File: config.mk
export PLATFORM = sky130hd
export DESIGN_NAME = timer_deadline_min_heap
export DESIGN_NICKNAME = d
export VERILOG_FILES = /design/src/tdmh_pkg.sv /design/src/tdmh_ctrl.sv /design/src/tdmh_dp.sv /design/src/timer_deadline_min_heap.sv
export SDC_FILE = /design/constraint.sdc
export NUM_CORES = 2
export LEC_CHECK = 0
export ABC_AREA = 1
export BUFFER_PORTS_ARGS = -buffer_cell sky130_fd_sc_hd__buf_2
export CAP_MARGIN = 30
export CORE_MARGIN = 5
export CORE_UTILIZATION = 45
export DETAILED_ROUTE_END_ITERATION = 10
export SLEW_MARGIN = 20
export SYNTH_ARGS = -nofsm -noshare
export SYNTH_HDL_FRONTEND = slang
export SYNTH_SLANG_ARGS = --single-unit
File: constraint.sdc
create_clock -name i_clk -period 20 [get_ports i_clk]
set_input_delay 3 -clock i_clk [delete_from_list [all_inputs] [get_ports i_clk]]
set_output_delay 3 -clock i_clk [all_outputs]
set_load 0.02 [all_outputs]
File: src/tdmh_pkg.sv
// ----------------------------------------------------------------------------
// tdmh_pkg
// Shared types and constants for the timer deadline min-heap.
// ----------------------------------------------------------------------------
package tdmh_pkg;

    localparam int CAPACITY = 32;
    localparam int ID_COUNT = 64;
    localparam int TIME_W   = 63;
    localparam int ID_W     = $clog2(ID_COUNT);
    localparam int POS_W    = $clog2(CAPACITY);
    localparam int CNT_W    = $clog2(CAPACITY + 1);
    localparam int OP_W     = 2;
    localparam int ST_W     = 3;

    typedef enum logic [OP_W-1:0] {
        OP_ADD    = 2'd0,
        OP_CANCEL = 2'd1,
        OP_EXPIRE = 2'd2
    } t_op;

    typedef enum logic [ST_W-1:0] {
        ST_ADDED     = 3'd0,
        ST_CANCELLED = 3'd1,
        ST_EXPIRED   = 3'd2,
        ST_NONE      = 3'd3,
        ST_FULL      = 3'd4,
        ST_DUP       = 3'd5,
        ST_UNKNOWN   = 3'd6
    } t_status;

    typedef enum logic [3:0] {
        CMD_NOP,
        CMD_LOAD,
        CMD_ADD_INIT,
        CMD_CAN_TAKE,
        CMD_LAST_LD,
        CMD_UP_RD,
        CMD_UP_CMP,
        CMD_DN_RD,
        CMD_DN_L,
        CMD_DN_R,
        CMD_DN_CMP,
        CMD_FIN,
        CMD_EXP_POP,
        CMD_RES,
        CMD_EMIT_RD,
        CMD_EMIT_OUT
    } t_cmd;

    typedef struct packed {
        t_cmd    op;
        t_status st;
    } t_ctrl_cmd;

    typedef struct packed {
        logic [OP_W-1:0] op;
        logic            present;
        logic            full;
        logic            up_root;
        logic            up_less;
        logic            dn_has_l;
        logic            dn_has_r;
        logic            dn_less;
        logic            moved;
        logic            take_last;
        logic            cnt_one;
        logic            exp_go;
        logic            exp_any;
        logic            emit_last;
    } t_dp_stat;

endpackage

File: src/tdmh_ctrl.sv
// ----------------------------------------------------------------------------
// tdmh_ctrl
// Sequencer for the heap: steps each request through its sift and emit phases.
// ----------------------------------------------------------------------------
module tdmh_ctrl import tdmh_pkg::*; (
    input  logic      i_clk,
    input  logic      i_rst_n,
    input  logic      start,
    output logic      busy,
    input  t_dp_stat  i_stat,
    output t_ctrl_cmd o_cmd
);

    typedef enum logic [3:0] {
        S_IDLE, S_DISP, S_CAN_TAKE, S_LAST_LD, S_UP_RD, S_UP_CMP, S_DN_RD,
        S_DN_L, S_DN_R, S_DN_CMP, S_FIN, S_EXP_CHK, S_RES, S_EMIT_RD, S_EMIT_OUT
    } t_state;

    t_state  r_state, n_state;
    t_status r_st, n_st;
    t_cmd    w_op;

    assign busy     = (r_state != S_IDLE);
    assign o_cmd.op = w_op;
    assign o_cmd.st = r_st;

    // choose next step and the command for this cycle
    always_comb begin
        n_state = r_state;
        n_st    = r_st;
        w_op    = CMD_NOP;
        unique case (r_state)
            S_IDLE: begin
                if (start) begin
                    w_op    = CMD_LOAD;
                    n_state = S_DISP;
                end
            end
            S_DISP: begin
                case (i_stat.op)
                    OP_ADD: begin
                        if (i_stat.present) begin
                            n_st    = ST_DUP;
                            n_state = S_RES;
                        end else if (i_stat.full) begin
                            n_st    = ST_FULL;
                            n_state = S_RES;
                        end else begin
                            w_op    = CMD_ADD_INIT;
                            n_st    = ST_ADDED;
                            n_state = S_UP_RD;
                        end
                    end
                    OP_CANCEL: begin
                        if (i_stat.present) begin
                            n_st    = ST_CANCELLED;
                            n_state = S_CAN_TAKE;
                        end else begin
                            n_st    = ST_UNKNOWN;
                            n_state = S_RES;
                        end
                    end
                    OP_EXPIRE: begin
                        n_st    = ST_NONE;
                        n_state = S_EXP_CHK;
                    end
                    default: n_state = S_IDLE;
                endcase
            end
            S_CAN_TAKE: begin
                w_op    = CMD_CAN_TAKE;
                n_state = i_stat.take_last ? S_RES : S_LAST_LD;
            end
            S_LAST_LD: begin
                w_op    = CMD_LAST_LD;
                n_state = S_DN_RD;
            end
            S_DN_RD: begin
                w_op = CMD_DN_RD;
                if (i_stat.dn_has_l) begin
                    n_state = S_DN_L;
                end else begin
                    n_state = i_stat.moved ? S_FIN : S_UP_RD;
                end
            end
            S_DN_L: begin
                w_op    = CMD_DN_L;
                n_state = i_stat.dn_has_r ? S_DN_R : S_DN_CMP;
            end
            S_DN_R: begin
                w_op    = CMD_DN_R;
                n_state = S_DN_CMP;
            end
            S_DN_CMP: begin
                w_op = CMD_DN_CMP;
                if (i_stat.dn_less) begin
                    n_state = S_DN_RD;
                end else begin
                    n_state = i_stat.moved ? S_FIN : S_UP_RD;
                end
            end
            S_UP_RD: begin
                w_op    = CMD_UP_RD;
                n_state = i_stat.up_root ? S_FIN : S_UP_CMP;
            end
            S_UP_CMP: begin
                w_op    = CMD_UP_CMP;
                n_state = i_stat.up_less ? S_UP_RD : S_FIN;
            end
            S_FIN: begin
                w_op    = CMD_FIN;
                n_state = (i_stat.op == OP_EXPIRE) ? S_EXP_CHK : S_RES;
            end
            S_EXP_CHK: begin
                if (i_stat.exp_go) begin
                    w_op    = CMD_EXP_POP;
                    n_state = i_stat.cnt_one ? S_EXP_CHK : S_LAST_LD;
                end else if (i_stat.exp_any) begin
                    n_state = S_EMIT_RD;
                end else begin
                    n_state = S_RES;
                end
            end
            S_RES: begin
                w_op    = CMD_RES;
                n_state = S_IDLE;
            end
            S_EMIT_RD: begin
                w_op    = CMD_EMIT_RD;
                n_state = S_EMIT_OUT;
            end
            S_EMIT_OUT: begin
                w_op    = CMD_EMIT_OUT;
                n_state = i_stat.emit_last ? S_IDLE : S_EMIT_RD;
            end
            default: n_state = S_IDLE;
        endcase
    end

    // hold state and result status
    always_ff @(posedge i_clk) begin
        if (!i_rst_n) begin
            r_state <= S_IDLE;
            r_st    <= ST_NONE;
        end else begin
            r_state <= n_state;
            r_st    <= n_st;
        end
    end

endmodule

File: src/tdmh_dp.sv
// ----------------------------------------------------------------------------
// tdmh_dp
// Heap storage, id map, sift registers, expired-id buffer and result registers.
// ----------------------------------------------------------------------------
module tdmh_dp import tdmh_pkg::*; (
    input  logic              i_clk,
    input  logic              i_rst_n,
    input  t_ctrl_cmd         i_cmd,
    input  logic [OP_W-1:0]   i_operation,
    input  logic [ID_W-1:0]   i_timer_id,
    input  logic [TIME_W-1:0] i_deadline,
    input  logic [TIME_W-1:0] i_now_time,
    output t_dp_stat          o_stat,
    output logic              o_valid,
    output logic [ST_W-1:0]   o_status,
    output logic [ID_W-1:0]   o_expired_id,
    output logic              o_last,
    output logic [TIME_W-1:0] o_earliest_deadline,
    output logic              o_heap_empty,
    output logic              o_rearm,
    output logic [CNT_W-1:0]  o_pending_count
);

    localparam int IDX_W = POS_W + 2;

    // memories
    logic [TIME_W-1:0] heap_d  [CAPACITY];
    logic [ID_W-1:0]   heap_id [CAPACITY];
    logic [POS_W-1:0]  id_pos  [ID_COUNT];
    logic [ID_W-1:0]   exp_buf [CAPACITY];

    // request and sift registers
    logic [OP_W-1:0]   r_op;
    logic [ID_W-1:0]   r_id;
    logic [TIME_W-1:0] r_dl, r_now;
    logic [ID_COUNT-1:0] r_present;
    logic [CNT_W-1:0]  r_cnt, r_n, r_k;
    logic [POS_W-1:0]  r_pos, r_cidx;
    logic [TIME_W-1:0] r_cur_d, r_cd, r_rd_d, r_top_d, r_old_top;
    logic [ID_W-1:0]   r_cur_id, r_cid, r_rd_id, r_top_id, r_buf_rd;
    logic [POS_W-1:0]  r_pos_rd;
    logic              r_moved, r_was_empty;

    logic [POS_W-1:0]  w_parent, w_rd_addr, w_wr_addr, w_last_pos;
    logic [IDX_W-1:0]  w_left, w_right;
    logic              w_wr_en;
    logic [TIME_W-1:0] w_wr_d;
    logic [ID_W-1:0]   w_wr_id;
    logic              w_rearm;

    assign w_parent   = POS_W'((r_pos - POS_W'(1)) >> 1);
    assign w_left     = {1'b0, r_pos, 1'b1};
    assign w_right    = w_left + IDX_W'(1);
    assign w_last_pos = POS_W'(r_cnt - CNT_W'(1));

    // status towards the sequencer
    always_comb begin
        o_stat.op        = r_op;
        o_stat.present   = r_present[r_id];
        o_stat.full      = (r_cnt == CNT_W'(CAPACITY));
        o_stat.up_root   = (r_pos == '0);
        o_stat.up_less   = (r_cur_d < r_rd_d);
        o_stat.dn_has_l  = (w_left < IDX_W'(r_cnt));
        o_stat.dn_has_r  = (w_right < IDX_W'(r_cnt));
        o_stat.dn_less   = (r_cd < r_cur_d);
        o_stat.moved     = r_moved;
        o_stat.take_last = (r_pos_rd == w_last_pos);
        o_stat.cnt_one   = (r_cnt == CNT_W'(1));
        o_stat.exp_go    = (r_cnt != '0) && (r_top_d <= r_now);
        o_stat.exp_any   = (r_n != '0);
        o_stat.emit_last = (r_k == r_n - CNT_W'(1));
    end

    // heap read address and write port
    always_comb begin
        w_rd_addr = '0;
        w_wr_en   = 1'b0;
        w_wr_addr = r_pos;
        w_wr_d    = r_cur_d;
        w_wr_id   = r_cur_id;
        unique case (i_cmd.op)
            CMD_UP_RD:    w_rd_addr = w_parent;
            CMD_CAN_TAKE,
            CMD_EXP_POP:  w_rd_addr = w_last_pos;
            CMD_DN_RD:    w_rd_addr = w_left[POS_W-1:0];
            CMD_DN_L:     w_rd_addr = w_right[POS_W-1:0];
            CMD_UP_CMP: begin
                w_wr_en = (r_cur_d < r_rd_d);
                w_wr_d  = r_rd_d;
                w_wr_id = r_rd_id;
            end
            CMD_DN_CMP: begin
                w_wr_en = (r_cd < r_cur_d);
                w_wr_d  = r_cd;
                w_wr_id = r_cid;
            end
            CMD_FIN:      w_wr_en = 1'b1;
            default:      w_rd_addr = '0;
        endcase
    end

    // rearm for the single-result case
    always_comb begin
        if (i_cmd.st == ST_ADDED) begin
            w_rearm = r_was_empty || (r_top_d < r_old_top);
        end else if (r_op == OP_EXPIRE) begin
            w_rearm = (r_cnt != '0);
        end else begin
            w_rearm = 1'b0;
        end
    end

    // memories: registered reads, one write each
    always_ff @(posedge i_clk) begin
        r_rd_d   <= heap_d[w_rd_addr];
        r_rd_id  <= heap_id[w_rd_addr];
        r_pos_rd <= id_pos[r_id];
        r_buf_rd <= exp_buf[r_k[POS_W-1:0]];
        if (w_wr_en) begin
            heap_d[w_wr_addr]  <= w_wr_d;
            heap_id[w_wr_addr] <= w_wr_id;
            id_pos[w_wr_id]    <= w_wr_addr;
        end
        if (i_cmd.op == CMD_EXP_POP) begin
            exp_buf[r_n[POS_W-1:0]] <= r_top_id;
        end
    end

    // mirror the heap top
    always_ff @(posedge i_clk) begin
        if (w_wr_en && (w_wr_addr == '0)) begin
            r_top_d  <= w_wr_d;
            r_top_id <= w_wr_id;
        end
    end

    // payload registers of the sift and the registered result outputs
    always_ff @(posedge i_clk) begin
        unique case (i_cmd.op)
            CMD_LOAD: begin
                r_op  <= i_operation;
                r_id  <= i_timer_id;
                r_dl  <= i_deadline;
                r_now <= i_now_time;
            end
            CMD_ADD_INIT: begin
                r_cur_d     <= r_dl;
                r_cur_id    <= r_id;
                r_pos       <= POS_W'(r_cnt);
                r_was_empty <= (r_cnt == '0);
                r_old_top   <= r_top_d;
            end
            CMD_CAN_TAKE: r_pos <= r_pos_rd;
            CMD_EXP_POP:  r_pos <= '0;
            CMD_LAST_LD: begin
                r_cur_d  <= r_rd_d;
                r_cur_id <= r_rd_id;
            end
            CMD_UP_CMP: begin
                if (r_cur_d < r_rd_d) begin
                    r_pos <= w_parent;
                end
            end
            CMD_DN_L: begin
                r_cd   <= r_rd_d;
                r_cid  <= r_rd_id;
                r_cidx <= w_left[POS_W-1:0];
            end
            CMD_DN_R: begin
                if (r_rd_d < r_cd) begin
                    r_cd   <= r_rd_d;
                    r_cid  <= r_rd_id;
                    r_cidx <= w_right[POS_W-1:0];
                end
            end
            CMD_DN_CMP: begin
                if (r_cd < r_cur_d) begin
                    r_pos <= r_cidx;
                end
            end
            default: r_pos <= r_pos;
        endcase
        o_expired_id <= (i_cmd.op == CMD_RES) ? '0 : r_buf_rd;
        o_status     <= (i_cmd.op == CMD_EMIT_OUT) ? ST_EXPIRED : i_cmd.st;
        o_last       <= (i_cmd.op == CMD_RES) || o_stat.emit_last;
        o_earliest_deadline <= (r_cnt != '0) ? r_top_d : '0;
        o_heap_empty    <= (r_cnt == '0);
        o_pending_count <= r_cnt;
        o_rearm         <= (i_cmd.op == CMD_EMIT_OUT) ? (r_cnt != '0) : w_rearm;
    end

    // control registers: count, presence, moved flag, buffer pointers, strobe
    always_ff @(posedge i_clk) begin
        if (!i_rst_n) begin
            r_cnt     <= '0;
            r_present <= '0;
            r_moved   <= 1'b0;
            r_n       <= '0;
            r_k       <= '0;
            o_valid   <= 1'b0;
        end else begin
            o_valid <= (i_cmd.op == CMD_RES) || (i_cmd.op == CMD_EMIT_OUT);
            unique case (i_cmd.op)
                CMD_LOAD: begin
                    r_n <= '0;
                    r_k <= '0;
                end
                CMD_ADD_INIT: begin
                    r_cnt           <= r_cnt + CNT_W'(1);
                    r_present[r_id] <= 1'b1;
                end
                CMD_CAN_TAKE: begin
                    r_cnt           <= r_cnt - CNT_W'(1);
                    r_present[r_id] <= 1'b0;
                end
                CMD_EXP_POP: begin
                    r_cnt               <= r_cnt - CNT_W'(1);
                    r_present[r_top_id] <= 1'b0;
                    r_n                 <= r_n + CNT_W'(1);
                end
                CMD_LAST_LD: r_moved <= 1'b0;
                CMD_DN_CMP: begin
                    if (r_cd < r_cur_d) begin
                        r_moved <= 1'b1;
                    end
                end
                CMD_EMIT_OUT: r_k <= r_k + CNT_W'(1);
                default:      r_moved <= r_moved;
            endcase
        end
    end

endmodule

File: src/timer_deadline_min_heap.sv
// ----------------------------------------------------------------------------
// timer_deadline_min_heap
// Indexed binary min-heap of pending timers with add, cancel by id and expire.
// ----------------------------------------------------------------------------
// Hold start high with a request on the inputs; it is taken at the first rising
// edge at which busy is low. Results cannot be held off: each appears for a
// single cycle with o_valid high and must be captured then. The heap sits in
// memories with registered reads, so every sift level steps through its own
// read and compare states. A rejected add or cancel goes straight to its
// result; an add sifts its entry up level by level; a cancel that frees the
// last slot needs no sift, any other moves the last entry into the freed slot
// and sifts it down, or up if it did not move; an expire that finds nothing
// due reports none, else it pops each due timer in turn and then emits one
// result per popped timer, all carrying the final top deadline and count. The
// last result leaves in the same cycle that busy falls.
module timer_deadline_min_heap import tdmh_pkg::*; (
    input  logic              i_clk,
    input  logic              i_rst_n,
    input  logic              start,
    output logic              busy,
    input  logic [OP_W-1:0]   i_operation,
    input  logic [ID_W-1:0]   i_timer_id,
    input  logic [TIME_W-1:0] i_deadline,
    input  logic [TIME_W-1:0] i_now_time,
    output logic              o_valid,
    output logic [ST_W-1:0]   o_status,
    output logic [ID_W-1:0]   o_expired_id,
    output logic              o_last,
    output logic [TIME_W-1:0] o_earliest_deadline,
    output logic              o_heap_empty,
    output logic              o_rearm,
    output logic [CNT_W-1:0]  o_pending_count
);

    t_ctrl_cmd w_cmd;
    t_dp_stat  w_stat;

    // sequencer
    tdmh_ctrl u_ctrl (
        .i_clk   (i_clk),
        .i_rst_n (i_rst_n),
        .start   (start),
        .busy    (busy),
        .i_stat  (w_stat),
        .o_cmd   (w_cmd)
    );

    // heap datapath
    tdmh_dp u_dp (
        .i_clk               (i_clk),
        .i_rst_n             (i_rst_n),
        .i_cmd               (w_cmd),
        .i_operation         (i_operation),
        .i_timer_id          (i_timer_id),
        .i_deadline          (i_deadline),
        .i_now_time          (i_now_time),
        .o_stat              (w_stat),
        .o_valid             (o_valid),
        .o_status            (o_status),
        .o_expired_id        (o_expired_id),
        .o_last              (o_last),
        .o_earliest_deadline (o_earliest_deadline),
        .o_heap_empty        (o_heap_empty),
        .o_rearm             (o_rearm),
        .o_pending_count     (o_pending_count)
    );

endmodule

==> out/metrics.yaml <==
synth:
  synth-compound-area-share_pct: 4.16
  muxShareOfSynthArea_pct: 0
  yosysTopAreaCell: "edfxtp_1"
  ys_seq_elements: 3387
  ys.flop_type: "edfxtp_1"
  synthSimpleGateAreaFrac_pct: 18.8
  synth-async-reset-ratio_pct: 0
  synth_common_cells: "edfxtp_1, nand3_1, nand2_1"
  syn_inst: 13064
  synthAdderAreaFrac_pct: 2.88
  synth_warnings: 0
  synth_xor_area_share_pct: 0.130
  synth.area.top_cells: "edfxtp_1, nand3_1, nand2_1"
  synth-edff-count: 3135
  synth_top_family_by_area: "simple AND/OR/NAND/NOR gates"
  synth_area_um2: 148000
  synth_top_area_share_pct: 63.7
  yosysSeqAreaShare_pct: 67.1
  synth.distinct_cells: 58
  syn-num-nets: 13541
  syn_area_per_cell_um2: 11.3
  yosysMostFrequentCell: "edfxtp_1"
place:
  placed_cells_incl_taps: 16984
  port-buffer-count: 219
  dp_hpwl_mm: 251
  finalWeightedCongestion: 0.886
  place_ws_ns: 11.70
timing:
  setup_viol_count_final: 0
  clock_skew_ns: 0.0594
  holdWs_ns: 0.414
  relSlewSlack_pct: 16.4
  hold_violations: 0
  setup_slack_ns: 11.60
  slew_viol_final: 0
  finalSetupTns_ns: 0
  final.period_utilization_pct: 42.0
  rsz0062_at_grt: "no"
  min_period_ns: 8.40
  fmaxAchievable_mhz: 119
  tightest_slew_ns: 1.25
critical_path:
  crit_path_start_kind: "flip-flop"
  required_ns: 20.84
  worst_setup_path_end_kind: "flip-flop"
  cp_data_arrival_time_ns: 9.24
  crit_path_max_fanout: 192
  worstSetupPathType: "reg2reg"
cells_and_area:
  fillCellCount: 28203
  register_area_um2: 99200
  nets: 13483
  area_growth_pct: 11.9
  drive_gt1_share_pct: 8.79
  finalNonFillerCells: 17658
  multiInputGateArea_um2: 39000
global_routing:
  grt_pass1_wl_mm: 685
  gr-usage-all-layers_pct: 26.7
  grt_max_degree: 193
  gr-total-overflow: 0
  antenna_found_initial: 29
  grt_pass1_vias: 101286
detailed_routing:
  viasPerCell: 6.05
  routed_wirelength_mm: 470
  vias: 106848
  drcViolationCount: 0
  ant_nets: 0
  first_pass_iters: 8
  drt_first_iter_violations: 14698
  wire_per_inst_um: 26.6
pwr:
  cellPowerDensity_nw_per_um2: 129
  ir_drop_uv: 102
  leakage_nw: 62.5
clock_network:
  numCtsBuffers: 356
  cts_resized: 0
  root_buffer: "clkbuf_16"
  cts_sinks: 3387
  clk_pin_slew_ns: 0.06
  postCtsSetupBuffers: 0
  cts_tree: "yes"
  holdBufCountCts: 0
  htreeDepth: 5
  cts_buffer_depth: 4
  insertion_delay_ns: 0.97
floorplanning:
  fp.dieW_um: 583
  ios: 220
  die-area_um2: 340000
  die_y_um: 583
  num_rows: 210
  core_area_um2: 327000
  initial_core_util_pct: 45.2
run_status:
  status: "complete, no violations"
worst_hold_path:
  hp-class: "reg2reg"
job:
  cap_violations: 0
stage by stage:
| stage | power [mW] | cell area (µm²) | utilization, % |
|---|---|---|---|
| finish | 21.4 | 165000 | 50.5 |
| detailed placement | 14.6 | 153000 | 46.8 |
| global placement | 14.5 | 153000 | 46.7 |
| global route | 22.3 | 165000 | 50.5 |
| CTS | 21.3 | 165000 | 50.5 |
| floorplan | 12.6 | 148000 | - |
cell families after synthesis:
kind of cell             count (synthesis)
adder cells (fa/ha/maj)                340
flip-flops                            3387
AND/OR/NAND/NOR                       5826
XOR/XNOR                                22
buffers and inverters                 2512
AO/OA/AOI/OAI                          977
metal layers:
layer | vias to the layer above | routed length [µm] | GRT usage, %
li1 | 46768 | - | -
met1 | 52577 | 188000 | 38.1
met2 | 6485 | 209000 | 40.9
met3 | 1012 | 54000 | 5.08
met4 | 6 | 18500 | 9.68
met5 | - | 37 | 0
flip-flops by register name (all words and copies together) (netlist names), 6 cells and up:
| signal | cells |
|---|---|
| u_dp.r_n | 6 |
| u_dp.heap_id | 192 |
| u_dp.r_buf_rd | 6 |
| u_dp.r_cnt | 6 |
| u_dp.r_rd_id | 6 |
| u_dp.r_old_top | 63 |
| u_dp.o_expired_id | 6 |
| u_dp.r_cur_d | 63 |
| u_dp.r_present | 64 |
| u_dp.o_earliest_deadline | 63 |
| u_dp.r_cur_id | 6 |
| u_dp.r_k | 6 |
| u_dp.heap_d | 2016 |
| u_dp.id_pos | 320 |
| u_dp.r_top_id | 6 |
| u_dp.r_cid | 6 |
| u_dp.exp_buf | 192 |
| u_dp.r_id | 6 |
| u_dp.r_dl | 63 |
| u_dp.r_now | 63 |
| u_dp.o_pending_count | 6 |
| u_dp.r_rd_d | 63 |
| u_dp.r_top_d | 63 |
| u_dp.r_cd | 63 |
layout by cell type (no fill, tap or decap), drive strengths merged, types with 254 or more instances in the layout:
cell	count
a21oi	254
buf	479
clkbuf	454
edfxtp	3135
ha	340
inv	1624
nand2	2040
nand3	2160
nand4	1174
nor2	367
o21ai	333
path summary, 6_finish.rpt:
path | slack (ns) | endpoint | cells after the start | startpoint
max | 11.60 | u_dp.r_rd_id[3] | 22 | u_dp.r_top_d[28]
min | 0.41 | u_dp.o_expired_id[0] | 2 | u_dp.r_buf_rd[0]
max reg2reg | 11.60 | u_dp.r_rd_id[3] | 22 | u_dp.r_top_d[28]
min reg2reg | 0.41 | u_dp.o_expired_id[0] | 2 | u_dp.r_buf_rd[0]
worst max-delay path, stage by stage (launching register included):
cell and delay [ns]:
edfxtp_1 0.44, ha_1 0.32, nand2_1 0.06, nor2_1 0.13, nand2_1 0.12, nor3_1 0.61
nand3b_1 0.14, nand2_1 0.21, nand3_4 0.07, buf_4 0.36, nand2_4 0.43, nand2_8 0.44
nand3_4 0.78, buf_4 0.78, buf_4 0.78, buf_4 0.72, buf_12 0.65, nand2_1 0.13
nand3_1 0.16, nand3_1 0.10, nand3_1 0.11, nand3_1 0.11, nand2_1 0.17
area by class of cell:
cell class	count	area share (%)
sequential	3387	60.0
clock inverter	205	1.38
multi-input combinational	7165	23.6
clock buffer	454	5.82
tap	4346	3.29
inverter	1617	3.77
antenna	5	0.00757
timing repair buffer	479	2.13
report_power, final:
group	leakage, nW	switching (mW)	total (mW)	internal [mW]
combinational	26.4	4.25	5.80	1.55
clock	5.78	2.85	6.75	3.91
sequential	30.3	0.281	8.82	8.54
total	62.5	7.38	21.4	14.0
No activity file was read; power rests on OpenSTA's default activity.
